File: config.mk
export PLATFORM = sky130hd
export DESIGN_NAME = accessory_power_timer_flat
export DESIGN_NICKNAME = d
export VERILOG_FILES = /design/src/design/apt_pkg.sv /design/src/design/apt_req_if.sv /design/src/design/apt_rsp_if.sv /design/src/design/apt_step.sv /design/src/design/accessory_power_timer.sv /design/src/flat_wrapper.sv
export SDC_FILE = /design/constraint.sdc
export NUM_CORES = 1
export LEC_CHECK = 0
export BUFFER_PORTS_ARGS = -buffer_cell sky130_fd_sc_hd__buf_2
export CORE_MARGIN = 8
export CORE_UTILIZATION = 25
export DETAILED_ROUTE_END_ITERATION = 6
export PLACE_DENSITY_LB_ADDON = 0.08
export SYNTH_ARGS = -nofsm -noshare
export SYNTH_HDL_FRONTEND = slang
export SYNTH_SLANG_ARGS = --single-unit
File: constraint.sdc
create_clock -name clock -period 4.3 [get_ports clock]
set_input_delay 0.43 -clock clock [delete_from_list [all_inputs] [get_ports clock]]
set_output_delay 0.43 -clock clock [all_outputs]
set_load 0.01 [all_outputs]
File: src/design/apt_pkg.sv
package apt_pkg;

   localparam int TIME_BITS_DEFAULT = 16;
   localparam int TIME_BITS_MIN     = 12;
   localparam int TIME_BITS_MAX     = 32;

   localparam int CMD_W    = 2;
   localparam int MODE_W   = 2;
   localparam int STAMP_W  = 16;
   localparam int DELAY_W  = 15;
   localparam int CSR_AW   = 3;
   localparam int CSR_DW   = 32;

   localparam logic [DELAY_W-1:0] ON_TIME_RESET   = 15'd7200;
   localparam logic [DELAY_W-1:0] IGN_DELAY_RESET = 15'd0;

   typedef enum logic [CMD_W-1:0] {
      CMD_TICK  = 2'd0,
      CMD_SHORT = 2'd1,
      CMD_LONG  = 2'd2,
      CMD_IGN   = 2'd3
   } cmd_type;

   localparam logic [MODE_W-1:0] MODE_OFF = 2'd0;
   localparam logic [MODE_W-1:0] MODE_IGN = 2'd1;
   localparam logic [MODE_W-1:0] MODE_TMR = 2'd2;

   typedef enum logic [2:0] {
      ST_OFF = 3'b001,
      ST_IGN = 3'b010,
      ST_TMR = 3'b100
   } pmode_type;

   typedef enum logic {
      REG_ON_TIME   = 1'b0,
      REG_IGN_DELAY = 1'b1
   } reg_idx_type;

   typedef struct packed {
      logic                power_out;
      logic [MODE_W-1:0]   mode;
      logic                expired;
      logic [STAMP_W-1:0]  remaining;
   } result_type;

   function automatic logic [MODE_W-1:0] mode_code(input pmode_type st);
      logic [MODE_W-1:0] code;
      code = MODE_OFF;
      unique case (st)
         ST_OFF: code = MODE_OFF;
         ST_IGN: code = MODE_IGN;
         ST_TMR: code = MODE_TMR;
         default: code = MODE_OFF;
      endcase
      return code;
   endfunction

endpackage

File: src/design/apt_req_if.sv
interface apt_req_if;
   logic                             valid;
   logic                             ready;
   logic [apt_pkg::CMD_W-1:0]        command;
   logic                             ignition_level;
   logic [apt_pkg::STAMP_W-1:0]      now_time;

   modport source (output valid, command, ignition_level, now_time, input ready);
   modport sink   (input valid, command, ignition_level, now_time, output ready);
endinterface

File: src/design/apt_rsp_if.sv
interface apt_rsp_if;
   logic                             valid;
   logic                             ready;
   logic                             power_out;
   logic [apt_pkg::MODE_W-1:0]       mode;
   logic                             expired;
   logic [apt_pkg::STAMP_W-1:0]      remaining;

   modport source (output valid, power_out, mode, expired, remaining, input ready);
   modport sink   (input valid, power_out, mode, expired, remaining, output ready);
endinterface

File: src/design/apt_step.sv
module apt_step #(
   parameter int TIME_BITS = apt_pkg::TIME_BITS_DEFAULT
) (
   input  apt_pkg::cmd_type                 command,
   input  logic                             ignition_level,
   input  logic [apt_pkg::STAMP_W-1:0]      now_time,
   input  logic [apt_pkg::DELAY_W-1:0]      on_time,
   input  logic [apt_pkg::DELAY_W-1:0]      ign_delay,
   input  apt_pkg::pmode_type               mode_cur,
   input  logic [TIME_BITS-1:0]             deadline_cur,
   output apt_pkg::pmode_type               mode_nxt,
   output logic [TIME_BITS-1:0]             deadline_nxt,
   output apt_pkg::result_type              result
);

   logic [TIME_BITS-1:0] now;
   logic [TIME_BITS-1:0] diff;
   logic [TIME_BITS-1:0] remain;
   logic                 expired;

   assign now    = TIME_BITS'(now_time);
   assign diff   = now - deadline_cur;
   assign remain = deadline_nxt - now;

   always_comb begin
      mode_nxt     = mode_cur;
      deadline_nxt = deadline_cur;
      expired      = 1'b0;
      case (command)
         apt_pkg::CMD_TICK: begin
            if (mode_cur == apt_pkg::ST_TMR && !diff[TIME_BITS-1]) begin
               mode_nxt = apt_pkg::ST_OFF;
               expired  = 1'b1;
            end
         end
         apt_pkg::CMD_SHORT: begin
            if (mode_cur != apt_pkg::ST_OFF) begin
               mode_nxt = apt_pkg::ST_OFF;
            end else if (ignition_level) begin
               mode_nxt = apt_pkg::ST_IGN;
            end else begin
               mode_nxt     = apt_pkg::ST_TMR;
               deadline_nxt = now + TIME_BITS'(on_time);
            end
         end
         apt_pkg::CMD_LONG: begin
            if (mode_cur == apt_pkg::ST_TMR) begin
               deadline_nxt = now + TIME_BITS'(on_time);
            end
         end
         default: begin
            if (ignition_level) begin
               mode_nxt = apt_pkg::ST_IGN;
            end else if (mode_cur == apt_pkg::ST_IGN) begin
               if (ign_delay != '0) begin
                  mode_nxt     = apt_pkg::ST_TMR;
                  deadline_nxt = now + TIME_BITS'(ign_delay);
               end else begin
                  mode_nxt = apt_pkg::ST_OFF;
               end
            end
         end
      endcase
   end

   always_comb begin
      result.power_out = (mode_nxt != apt_pkg::ST_OFF);
      result.mode      = apt_pkg::mode_code(mode_nxt);
      result.expired   = expired;
      result.remaining = (mode_nxt == apt_pkg::ST_TMR)
                         ? apt_pkg::STAMP_W'(remain) : '0;
   end

endmodule

File: src/design/accessory_power_timer.sv
// Channel  Dir  Handshake      Word
// req_if   in   valid/ready    command, ignition_level, now_time
// rsp_if   out  valid/ready    power_out, mode, expired, remaining
// csr      in   APB, pready=1  on_time @0x0, ignition_off_delay @0x4
//
// One word per cycle sustained while rsp is not stalled; an accepted word moves from the
// input register to the result register, where rsp valid presents it.
// The mode/deadline update is a single combinational pass between the two registers.
// Synchronous active-high reset: mode off, deadline 0, registers to defaults.
// A stalled rsp holds the result register; the input register takes a word while it is
// empty or moving on; with both registers full and rsp stalled, req ready drops.
module accessory_power_timer #(
   parameter int TIME_BITS = apt_pkg::TIME_BITS_DEFAULT
) (
   input  logic                          clock,
   input  logic                          reset,
   apt_req_if.sink                       req_if,
   apt_rsp_if.source                     rsp_if,
   input  logic                          psel,
   input  logic                          penable,
   input  logic                          pwrite,
   input  logic [apt_pkg::CSR_AW-1:0]    paddr,
   input  logic [apt_pkg::CSR_DW-1:0]    pwdata,
   output logic [apt_pkg::CSR_DW-1:0]    prdata,
   output logic                          pready
);

   logic [apt_pkg::DELAY_W-1:0]  on_time_ff, on_time_in;
   logic [apt_pkg::DELAY_W-1:0]  ign_delay_ff, ign_delay_in;
   apt_pkg::pmode_type           mode_ff, mode_in;
   logic [TIME_BITS-1:0]         deadline_ff, deadline_in;

   logic                         s1_valid_ff, s1_valid_in;
   apt_pkg::cmd_type             s1_cmd_ff;
   logic                         s1_ign_ff;
   logic [apt_pkg::STAMP_W-1:0]  s1_now_ff;

   logic                         out_valid_ff, out_valid_in;
   apt_pkg::result_type          out_ff;

   apt_pkg::pmode_type           step_mode;
   logic [TIME_BITS-1:0]         step_deadline;
   apt_pkg::result_type          step_result;

   logic                         advance;
   logic                         req_take;
   logic                         csr_write;
   apt_pkg::reg_idx_type         csr_idx;

   // configuration
   assign pready    = 1'b1;
   assign csr_write = psel && penable && pwrite;
   assign csr_idx   = apt_pkg::reg_idx_type'(paddr[2]);

   always_comb begin
      on_time_in   = on_time_ff;
      ign_delay_in = ign_delay_ff;
      if (csr_write) begin
         unique case (csr_idx)
            apt_pkg::REG_ON_TIME:   on_time_in   = pwdata[apt_pkg::DELAY_W-1:0];
            apt_pkg::REG_IGN_DELAY: ign_delay_in = pwdata[apt_pkg::DELAY_W-1:0];
            default: ;
         endcase
      end
   end

   always_comb begin
      prdata = '0;
      unique case (csr_idx)
         apt_pkg::REG_ON_TIME:   prdata = apt_pkg::CSR_DW'(on_time_ff);
         apt_pkg::REG_IGN_DELAY: prdata = apt_pkg::CSR_DW'(ign_delay_ff);
         default: prdata = '0;
      endcase
   end

   // pipeline control
   assign advance       = s1_valid_ff && (!out_valid_ff || rsp_if.ready);
   assign req_if.ready  = !s1_valid_ff || advance;
   assign req_take      = req_if.valid && req_if.ready;
   assign s1_valid_in   = req_take || (s1_valid_ff && !advance);
   assign out_valid_in  = advance || (out_valid_ff && !rsp_if.ready);

   apt_step #(
      .TIME_BITS (TIME_BITS)
   ) u_step (
      .command        (s1_cmd_ff),
      .ignition_level (s1_ign_ff),
      .now_time       (s1_now_ff),
      .on_time        (on_time_ff),
      .ign_delay      (ign_delay_ff),
      .mode_cur       (mode_ff),
      .deadline_cur   (deadline_ff),
      .mode_nxt       (step_mode),
      .deadline_nxt   (step_deadline),
      .result         (step_result)
   );

   assign mode_in     = advance ? step_mode     : mode_ff;
   assign deadline_in = advance ? step_deadline : deadline_ff;

   always_ff @(posedge clock) begin
      if (reset) begin
         on_time_ff   <= apt_pkg::ON_TIME_RESET;
         ign_delay_ff <= apt_pkg::IGN_DELAY_RESET;
         mode_ff      <= apt_pkg::ST_OFF;
         deadline_ff  <= '0;
         s1_valid_ff  <= 1'b0;
         out_valid_ff <= 1'b0;
      end else begin
         on_time_ff   <= on_time_in;
         ign_delay_ff <= ign_delay_in;
         mode_ff      <= mode_in;
         deadline_ff  <= deadline_in;
         s1_valid_ff  <= s1_valid_in;
         out_valid_ff <= out_valid_in;
      end
   end

   always_ff @(posedge clock) begin
      if (req_take) begin
         s1_cmd_ff <= apt_pkg::cmd_type'(req_if.command);
         s1_ign_ff <= req_if.ignition_level;
         s1_now_ff <= req_if.now_time;
      end
      if (advance) begin
         out_ff <= step_result;
      end
   end

   assign rsp_if.valid     = out_valid_ff;
   assign rsp_if.power_out = out_ff.power_out;
   assign rsp_if.mode      = out_ff.mode;
   assign rsp_if.expired   = out_ff.expired;
   assign rsp_if.remaining = out_ff.remaining;

   // checks
   a_expired_off: assert property (@(posedge clock) disable iff (reset)
      rsp_if.valid && rsp_if.expired |-> rsp_if.mode == apt_pkg::MODE_OFF)
      else $error("expired word with output still on");

   a_power_mode: assert property (@(posedge clock) disable iff (reset)
      rsp_if.valid |-> rsp_if.power_out == (rsp_if.mode != apt_pkg::MODE_OFF))
      else $error("power_out disagrees with mode");

   a_remaining_tmr: assert property (@(posedge clock) disable iff (reset)
      rsp_if.valid && rsp_if.remaining != '0 |-> rsp_if.mode == apt_pkg::MODE_TMR)
      else $error("remaining time without timer");

   a_state_hold: assert property (@(posedge clock) disable iff (reset)
      !advance |=> $stable(mode_ff) && $stable(deadline_ff))
      else $error("state changed without a word");

endmodule

File: src/flat_wrapper.sv
// flat-port wrapper written by rule: the top's interface ports become plain ports
module accessory_power_timer_flat 
#(
   parameter int TIME_BITS = apt_pkg::TIME_BITS_DEFAULT
)
  (clock, reset, psel, penable, pwrite, paddr, pwdata, prdata, pready, req_if_valid, req_if_command, req_if_ignition_level, req_if_now_time, req_if_ready, rsp_if_valid, rsp_if_power_out, rsp_if_mode, rsp_if_expired, rsp_if_remaining, rsp_if_ready);
  apt_req_if req_if_i ();
  apt_rsp_if rsp_if_i ();
  input  logic clock;
  input  logic reset;
  input  logic psel;
  input  logic penable;
  input  logic pwrite;
  input  logic [apt_pkg::CSR_AW-1:0] paddr;
  input  logic [apt_pkg::CSR_DW-1:0] pwdata;
  output logic [apt_pkg::CSR_DW-1:0] prdata;
  output logic pready;
  input wire logic [$bits(req_if_i.valid)-1:0] req_if_valid;
  input wire logic [$bits(req_if_i.command)-1:0] req_if_command;
  input wire logic [$bits(req_if_i.ignition_level)-1:0] req_if_ignition_level;
  input wire logic [$bits(req_if_i.now_time)-1:0] req_if_now_time;
  output wire logic [$bits(req_if_i.ready)-1:0] req_if_ready;
  output wire logic [$bits(rsp_if_i.valid)-1:0] rsp_if_valid;
  output wire logic [$bits(rsp_if_i.power_out)-1:0] rsp_if_power_out;
  output wire logic [$bits(rsp_if_i.mode)-1:0] rsp_if_mode;
  output wire logic [$bits(rsp_if_i.expired)-1:0] rsp_if_expired;
  output wire logic [$bits(rsp_if_i.remaining)-1:0] rsp_if_remaining;
  input wire logic [$bits(rsp_if_i.ready)-1:0] rsp_if_ready;
  assign req_if_i.valid = req_if_valid;
  assign req_if_i.command = req_if_command;
  assign req_if_i.ignition_level = req_if_ignition_level;
  assign req_if_i.now_time = req_if_now_time;
  assign req_if_ready = req_if_i.ready;
  assign rsp_if_valid = rsp_if_i.valid;
  assign rsp_if_power_out = rsp_if_i.power_out;
  assign rsp_if_mode = rsp_if_i.mode;
  assign rsp_if_expired = rsp_if_i.expired;
  assign rsp_if_remaining = rsp_if_i.remaining;
  assign rsp_if_i.ready = rsp_if_ready;
  accessory_power_timer #(.TIME_BITS(TIME_BITS)) u_core (.clock(clock), .reset(reset), .req_if(req_if_i), .rsp_if(rsp_if_i), .psel(psel), .penable(penable), .pwrite(pwrite), .paddr(paddr), .pwdata(pwdata), .prdata(prdata), .pready(pready));
endmodule
==> Flow_metrics.wiki, run 1 <==
{| class="wikitable"
! Metric !! Value
|-
| Top-Level Pins || 116
|-
| CTS Hold Buffers Added || 0
|-
| Count of final max-slew check failures || 0
|-
| Critical Path Most Common Cell || sky130_fd_sc_hd__a21oi_1
|-
| Via count of the first global-routing pass || 5382
|-
| Worst Setup End Kind || flop
|-
| Max clock buf depth || 2
|-
| Number of H-tree levels || 3
|-
| Cell with the most instances after synthesis || sky130_fd_sc_hd__nand2_1
|-
| Fmax || 248.1 MHz
|-
| Cell family with the largest share of critical-path delay || compound AO/OA/AOI/OAI gates
|-
| Leading post-synthesis cells by cell area || sky130_fd_sc_hd__edfxtp_1 (19%), sky130_fd_sc_hd__dfxtp_1 (16%), sky130_fd_sc_hd__ha_1 (12%)
|-
| Fin. Hold Viols || 0
|-
| Final worst-path setup slack || 0.2698 ns
|-
| Ys async rst share || 0%
|-
| DRC violations left || 0
|-
| Number of buffers and inverters on the critical path || 4
|-
| Total Die Area || 30450 um^2
|-
| # placed instances || 1160
|-
| Fraction of layout cells with a size suffix above 1 || 20.02%
|-
| Dominant cell type by area after synthesis || sky130_fd_sc_hd__edfxtp_1
|-
| Number of placement rows || 58
|-
| Mean area per synthesized cell || 8.557 um^2
|-
| Run status || completed
|-
| Worst slack at placement || 0.07115 ns
|-
| Worst Setup Path Type || reg -> reg
|-
| Clock root buffer master || sky130_fd_sc_hd__clkbuf_16
|-
| Area share of the largest cell type after synthesis || 18.65%
|-
| Total wire length after detailed routing || 18730 um
|-
| Routed wirelength normalized by instance count || 15.88 um
|-
| Clock period minus worst slack || 4.030 ns
|-
| Portion of the clock cycle consumed by the worst path in the final layout || 93.73%
|-
| Fillcell total || 2665
|-
| Aggregate global-route resource usage || 12.25%
|-
| CTS clk-pin slew, worst paths || 0.07 ns
|-
| Number of nets still failing antenna checks after routing || 0
|-
| Post-synth top flop || sky130_fd_sc_hd__dfxtp_1
|-
| Cell area after synthesis || 6281 um^2
|-
| Worst-Skew Late Latency || 0.36 ns
|-
| Endpoints failing setup || 0
|-
| Crit-path slowest cell || sky130_fd_sc_hd__fa_1
|-
| Post-Synthesis Cells || 734
|-
| Slowest Stage Delay on Critical Path || 0.45 ns
|-
| Class of the tightest hold or removal check || in -> reg
|-
| Placeable core area || 24890 um^2
|-
| Max Fanout on Critical Path || 4
|-
| Largest vdd supply drop || 0.1730 mV
|-
| Antenna cell count || 0
|-
| Data required, critical path || 4.40 ns
|-
| Leak Pwr || 3.229 nW
|-
| Starting Density || 25.23%
|-
| Routed via count divided by cell count || 4.569
|-
| Synth Warn # || 0
|-
| Number of nets in the layout || 967
|-
| Register bit total from synthesis || 90
|-
| Worst slew margin relative to its limit || 26.73%
|-
| Area growth, synth to finish || 21.20%
|-
| 1st-pass router iterations || 5
|-
| CP arrival || 4.13 ns
|-
| Crit path cell chain || ha_1 > inv_1 > fa_1 > nor2b_2 > o31ai_2 > buf_4 > a21oi_1 > a21oi_1 > xnor2_1 > a222oi_1 > buf_4 > inv_1 > ha_1 > and3_1 > a21oi_1 > o31ai_1 > nand2b_1 > a21oi_1 > xor2_1 > nor2_1
|-
| P per Cell Area || 306.0 nW/um^2
|-
| Width of the chip || 174.5 um
|-
| Count of flip-flops with a built-in enable after synthesis || 39
|-
| Total vias in the final route || 5387
|-
| Cell area reported after detailed placement || 7232 um^2
|-
| DP Wirelength || 15250 um
|-
| Largest net degree at the start of global routing || 43
|-
| Startpoint class of the critical path || flop
|-
| Sequential fraction of the synthesis area || 34.90%
|-
| RSZ-0062 raised after global routing || false
|-
| Initial antenna violation count || 0
|-
| CTS tree || done
|-
| Height of the die || 174.5 um
|-
| DRC violation total after the first TritonRoute iteration || 210
|-
| Sinks on Clock Net || 90
|-
| Commonest cells in the netlist || sky130_fd_sc_hd__nand2_1 (101), sky130_fd_sc_hd__a21oi_1 (71), sky130_fd_sc_hd__ha_1 (59)
|-
| Distinct cell type count of the synthesized netlist || 65
|-
| Remaining global-route overflow || 0
|-
| Placer Congestion || 0.8336
|-
| First-pass GRT wire length || 29840 um
|-
| Inserted Clock Buffers || 9
|-
| Count of input and output buffers || 78
|-
| Slew at the pin closest to its max-slew limit || 1.095 ns
|-
| Max-capacitance violation count || 0
|-
| Finished Cell Area || 7612 um^2
|-
| Setup TNS || 0 ns
|-
| Skew final || 0.008829 ns
|-
| Number of non-filler instances in the completed layout || 1179
|}
what timing repair did:
| action | CTS | global route |
|---|---|---|
| gates resized for setup | 0 | 9 |
| endpoints found under the setup margin | 0 | 6 |
| buffers inserted | 0 | 3 |
flip-flops by register name (all words and copies together), names as in the netlist:
name,flops
u_core.s1_ign_ff,1
u_core.rsp_if.remaining,16
u_core.rsp_if.power_out,1
u_core.rsp_if.mode,2
u_core.s1_cmd_ff,2
u_core.s1_now_ff,16
u_core.rsp_if.valid,1
u_core.mode_ff,3
u_core.rsp_if.expired,1
u_core.on_time_ff,15
u_core.ign_delay_ff,15
u_core.s1_valid_ff,1
u_core.deadline_ff,16
cell type report:
class	instances	area [um^2]	share of cell area [%]
Tap cell	330	412.9	5.424
Clock buffer	10	229.0	3.008
Timing Repair Buffer	124	735.7	9.665
Inverter	48	180.2	2.367
Clock inverter	6	90.09	1.183
Sequential cell	90	2192	28.80
Multi-Input combinational cell	571	3772	49.56
worst paths after layout:
path	start	end	slack, ns	cells after the start
max reg2reg	u_core.on_time_ff[0]	u_core.rsp_if.remaining[14]	0.27	20
min	req_if_now_time[11]	u_core.s1_now_ff[11]	0.24	1
max	u_core.on_time_ff[0]	u_core.rsp_if.remaining[14]	0.27	20
min reg2reg	u_core.deadline_ff[6]	u_core.deadline_ff[6]	0.48	2
logic make-up after synthesis:
| group | synth area share (%) |
|---|---|
| fa+ha+maj | 12.71 |
| compound gates | 19.38 |
| other cells | 0.1196 |
| xor+xnor | 4.601 |
| flops | 34.90 |
| mux | 2.988 |
| buf+inv | 6.613 |
| simple gates | 18.69 |
cell usage in the layout, fill, tap and decap left out, types with 4 or more instances in the layout:
master,instances
sky130_fd_sc_hd__ha_1,58
sky130_fd_sc_hd__nor2_1,57
sky130_fd_sc_hd__xnor2_1,17
sky130_fd_sc_hd__nor3_1,12
sky130_fd_sc_hd__o21ai_0,34
sky130_fd_sc_hd__nand2b_1,13
sky130_fd_sc_hd__nand3_1,16
sky130_fd_sc_hd__nand4_1,6
sky130_fd_sc_hd__clkbuf_16,9
sky130_fd_sc_hd__buf_2,78
sky130_fd_sc_hd__a31oi_1,7
sky130_fd_sc_hd__nor4_1,6
sky130_fd_sc_hd__o21a_1,7
sky130_fd_sc_hd__or3_1,6
sky130_fd_sc_hd__buf_4,46
sky130_fd_sc_hd__inv_1,47
sky130_fd_sc_hd__nor2b_1,8
sky130_fd_sc_hd__a211oi_1,13
sky130_fd_sc_hd__mux2_2,14
sky130_fd_sc_hd__o21bai_1,4
sky130_fd_sc_hd__a22oi_1,6
sky130_fd_sc_hd__conb_1,18
sky130_fd_sc_hd__a21oi_1,70
sky130_fd_sc_hd__nand2_1,101
sky130_fd_sc_hd__edfxtp_1,39
sky130_fd_sc_hd__dfxtp_1,51
sky130_fd_sc_hd__xor2_1,16
sky130_fd_sc_hd__a21o_1,16
sky130_fd_sc_hd__nand3b_1,4
sky130_fd_sc_hd__a221o_1,4
report_power, final:
| part | switching (mW) | leakage (nW) | internal, mW |
|---|---|---|---|
| clock network | 0.356 | 0.153 | 0.512 |
| registers | 0.0359 | 0.782 | 0.934 |
| logic | 0.279 | 2.29 | 0.212 |
per-layer routing:
metal	global-route usage, %	vias up	wire length (um)
met5	0	-	0
met4	2.685	0	138
met3	3.124	13	891
met2	18.56	121	8014
met1	17.15	2451	9683
li1	-	2802	-
through the flow:
step           util (%)  power [mW]  hold WS [ns]
2_1_floorplan         -       1.320        0.4459
3_3_place_gp      29.05       1.475        0.4605
3_5_place_dp      29.05       1.479        0.4675
4_1_cts           30.34       2.363        0.2281
5_1_grt           30.58       2.458        0.2242
6_report          30.58       2.329        0.2419
(Power assumes the default switching activity.)
==> inputs of run 2 (changes only) <==
--- a/config.mk
+++ b/config.mk
@@ -12,4 +12,5 @@
 export PLACE_DENSITY_LB_ADDON = 0.08
 export SYNTH_ARGS = -nofsm -noshare
 export SYNTH_HDL_FRONTEND = slang
+export SYNTH_HIERARCHICAL = 1
 export SYNTH_SLANG_ARGS = --single-unit
==> run 2 against run 1 <==
Core utilization grew 0.71 points. Largest cell class unchanged. Highest routed layer unchanged. Critical endpoint is now u_core/rsp_if.remaining[14]. Clock power shrank 7.8%. Register-to-register slack lost 0.099 ns. Worst hold slack gained 0.0060 ns. Sequential power shrank 1%. Combinational power shrank 4.5%. Area after synthesis grew 4.5%.
==> Flow_metrics.wiki, run 2 <==
{| class="wikitable"
! Metric !! Value
|-
| Portion of the clock cycle consumed by the worst path in the final layout || 96.02%
|-
| Area taken by multi-input logic gates || 4146 um^2
|-
| Final worst-path setup slack || 0.1712 ns
|-
| Commonest non-fill, non-tap cells in the layout || sky130_fd_sc_hd__buf_2 (78), sky130_fd_sc_hd__nand2_1 (74), sky130_fd_sc_hd__buf_4 (60)
|-
| Class of the tightest hold or removal check || in -> reg
|-
| Endpoints failing setup || 0
|-
| Fin. Hold Viols || 0
|-
| First-pass GRT wire length || 30280 um
|-
| Post-synth top flop || sky130_fd_sc_hd__dfxtp_1
|-
| Antenna cell count || 0
|-
| CP arrival || 4.23 ns
|-
| Startpoint class of the critical path || flop
|-
| Overall power after layout || 2.224 mW
|-
| Slack of the worst reg-to-reg path || 0.17 ns
|-
| Most common cell after layout, fill and taps aside || sky130_fd_sc_hd__buf_2
|-
| Count of flip-flops with a built-in enable after synthesis || 39
|-
| Remaining global-route overflow || 0
|-
| Via count of the first global-routing pass || 5611
|-
| RSZ-0062 raised after global routing || true
|-
| Register Area || 2201 um^2
|-
| Placer Congestion || 0.7775
|-
| Cell area after synthesis || 6566 um^2
|-
| Total Die Area || 31710 um^2
|-
| Commonest cells in the netlist || sky130_fd_sc_hd__nand2_1 (74), sky130_fd_sc_hd__a21oi_1 (60), sky130_fd_sc_hd__ha_1 (59)
|-
| Routed wl met3 || 775 um
|-
| Clock root buffer master || sky130_fd_sc_hd__clkbuf_16
|-
| Mean area per synthesized cell || 8.873 um^2
|-
| Height of the die || 178.1 um
|-
| Max-capacitance violation count || 0
|-
| Source of the worst register-to-register timing path || u_core/ign_delay_ff[12]
|-
| Data required, critical path || 4.40 ns
|-
| Setup TNS || 0 ns
|-
| Aggregate global-route resource usage || 12.28%
|-
| Starting Density || 25.34%
|-
| Fraction of layout cells with a size suffix above 1 || 26.91%
|-
| Number of nets in the layout || 984
|-
| Worst-Skew Late Latency || 0.35 ns
|-
| Crit path cell chain || nor4_4 > nand4_1 > buf_4 > nand4_1 > buf_4 > nor2_4 > a221oi_4 > ha_2 > fa_2 > nor2b_4 > o21ai_2 > a21oi_2 > o21a_1 > o41ai_4 > o211ai_1 > o41a_1 > xnor2_1 > nor2_1
|-
| Slowest Stage Delay on Critical Path || 0.40 ns
|-
| DRC violations left || 0
|-
| Skew final || 0.008599 ns
|-
| 1st-pass router iterations || 5
|-
| Worst Setup End Kind || flop
|-
| Run status || completed
|-
| Final Util || 31.30%
|-
| Post-Synthesis Cells || 740
|-
| Placeable core area || 25910 um^2
|-
| Routed wirelength normalized by instance count || 16.16 um
|-
| Max clock buf depth || 2
|-
| Crit-path slowest cell || sky130_fd_sc_hd__o41a_1
|-
| Number of H-tree levels || 3
|-
| Total vias in the final route || 5462
|-
| Count of input and output buffers || 78
|-
| Cell family with the largest share of critical-path delay || compound AO/OA/AOI/OAI gates
|-
| Sinks on Clock Net || 90
|-
| Top-Level Pins || 116
|-
| Largest net degree at the start of global routing || 42
|-
| Finished Cell Area || 8109 um^2
|-
| DP Wirelength || 15750 um
|-
| Register bit total from synthesis || 90
|-
| CTS tree || done
|-
| Cell area reported after detailed placement || 7590 um^2
|-
| Width of the chip || 178.1 um
|-
| P per Cell Area || 274.3 nW/um^2
|-
| Worst slack at placement || -0.07953 ns
|-
| Wire length the detailed router placed on met1 || 9902 um
|-
| Synth Warn # || 6
|-
| Fmax || 242.2 MHz
|-
| CTS clk-pin slew, worst paths || 0.07 ns
|-
| Detailed route wirelength on metal2 || 8489 um
|-
| Leading post-synthesis cells by cell area || sky130_fd_sc_hd__edfxtp_1 (18%), sky130_fd_sc_hd__dfxtp_1 (16%), sky130_fd_sc_hd__ha_1 (11%)
|-
| Largest vdd supply drop || 0.1922 mV
|-
| Routed via count divided by cell count || 4.548
|-
| Inserted Clock Buffers || 9
|-
| Number of placement rows || 59
|-
| Fillcell total || 2725
|-
| Worst slew margin relative to its limit || 49.90%
|-
| Area share of the largest cell type after synthesis || 17.84%
|-
| Number of buffers and inverters on the critical path || 2
|-
| Ys async rst share || 0%
|-
| Clock period minus worst slack || 4.129 ns
|-
| End of the worst hold path || u_core/s1_now_ff[2]
|-
| Launch instance of the worst min-delay path || req_if_now_time[2]
|-
| Slew at the pin closest to its max-slew limit || 0.7492 ns
|-
| Worst hold path depth || 1
|-
| Worst Setup Path Type || reg -> reg
|-
| Cell with the most instances after synthesis || sky130_fd_sc_hd__nand2_1
|-
| Sequential fraction of the synthesis area || 33.38%
|-
| Count of final max-slew check failures || 0
|-
| Cells on worst reg2reg path || 18
|-
| Dominant cell type by area after synthesis || sky130_fd_sc_hd__edfxtp_1
|-
| Distinct cell type count of the synthesized netlist || 68
|-
| Topmost layer with routed signal wires || met4
|-
| Reg2reg end || u_core/rsp_if.remaining[14]
|-
| Initial antenna violation count || 0
|-
| Number of nets still failing antenna checks after routing || 0
|-
| Max Fanout on Critical Path || 2
|-
| Leak Pwr || 3.395 nW
|-
| DRC violation total after the first TritonRoute iteration || 222
|-
| Area growth, synth to finish || 23.49%
|-
| Total wire length after detailed routing || 19410 um
|}
-- run 2: changes by cell type in the layout (fill, tap and decap cells not counted), sizes merged, moves of 6 or more --
cell	before	now
o211ai	1	7
o21ai	35	28
nand2	101	74
and3	2	10
a211oi	15	7
buf	124	141
o21a	7	1
nor3	13	24
nand3	16	6
mux2i	3	21
xnor2	17	23
nand2b	13	44
-- run 2: kinds of logic after synthesis --
logic type / share of synthesized area (%)
other: 0.1144
xor gates and xnor gates: 4.802
muxes: 6.002
AOI/OAI and AO/OA: 16.86
and+or+nand+nor: 19.25
DFF: 33.38
adders and majority gates: 12.16
buffers and inverters: 7.431
-- run 2: what timing repair did --
action	4_1_cts	5_1_grt
setup endpoints to repair	3	7
gates resized for setup	4	54
hold buffers	0	0
buffers inserted	0	4
pin swaps	0	19
-- run 2: through the flow --
step	hold slack (ns)	cells
detailed placement	0.4675	1182
CTS	0.2331	1198
finish	0.2479	1201
floorplan	0.4475	756
global placement	0.4627	1182
global route	0.2338	1201
-- run 2: worst max path at each step --
stage	from	to	cells after the start	slack, ns
after floorplan	u_core/s1_now_ff[0]	u_core/rsp_if.remaining[15]	19	0.27
after global placement	u_core/ign_delay_ff[12]	u_core/rsp_if.remaining[14]	20	-0.02
after CTS	u_core/ign_delay_ff[12]	u_core/rsp_if.remaining[14]	20	0.03
after detailed placement	u_core/ign_delay_ff[9]	u_core/rsp_if.remaining[14]	20	-0.08
after global routing	u_core/ign_delay_ff[12]	u_core/rsp_if.remaining[14]	18	-0.11
final	u_core/ign_delay_ff[12]	u_core/rsp_if.remaining[14]	18	0.17
-- run 2: routing by layer --
layer  vias up  global-route usage (%)
li1       2819                       -
met4         0                   3.751
met2        99                   19.20
met3        13                   2.456
met5         -                       0
met1      2531                   16.73
-- run 2: worst register-to-register path: cells and delay by family, from the launching register on --
kind	cells	cell delay, ns
xor+xnor	1	0.19
fa+ha+maj	2	0.51
buf+inv	2	0.36
compound gates	7	1.67
simple gates	6	0.81
flops	1	0.34
-- run 2: layout make-up --
| cell class | count | area share (%) |
|---|---|---|
| Tap cell | 335 | 5.169 |
| Clock buffer | 11 | 2.870 |
| Clock inverter | 5 | 0.6789 |
| Inverter | 48 | 2.222 |
| Timing Repair Buffer | 141 | 10.79 |
| Sequential cell | 90 | 27.14 |
| Multi-Input combinational cell | 571 | 51.13 |
-- run 2: power breakdown --
part / switching (mW) / leakage [nW] / internal (mW)
combinational: 0.260 / 2.47 / 0.209
clock: 0.350 / 0.137 / 0.450
sequential: 0.0296 / 0.787 / 0.926
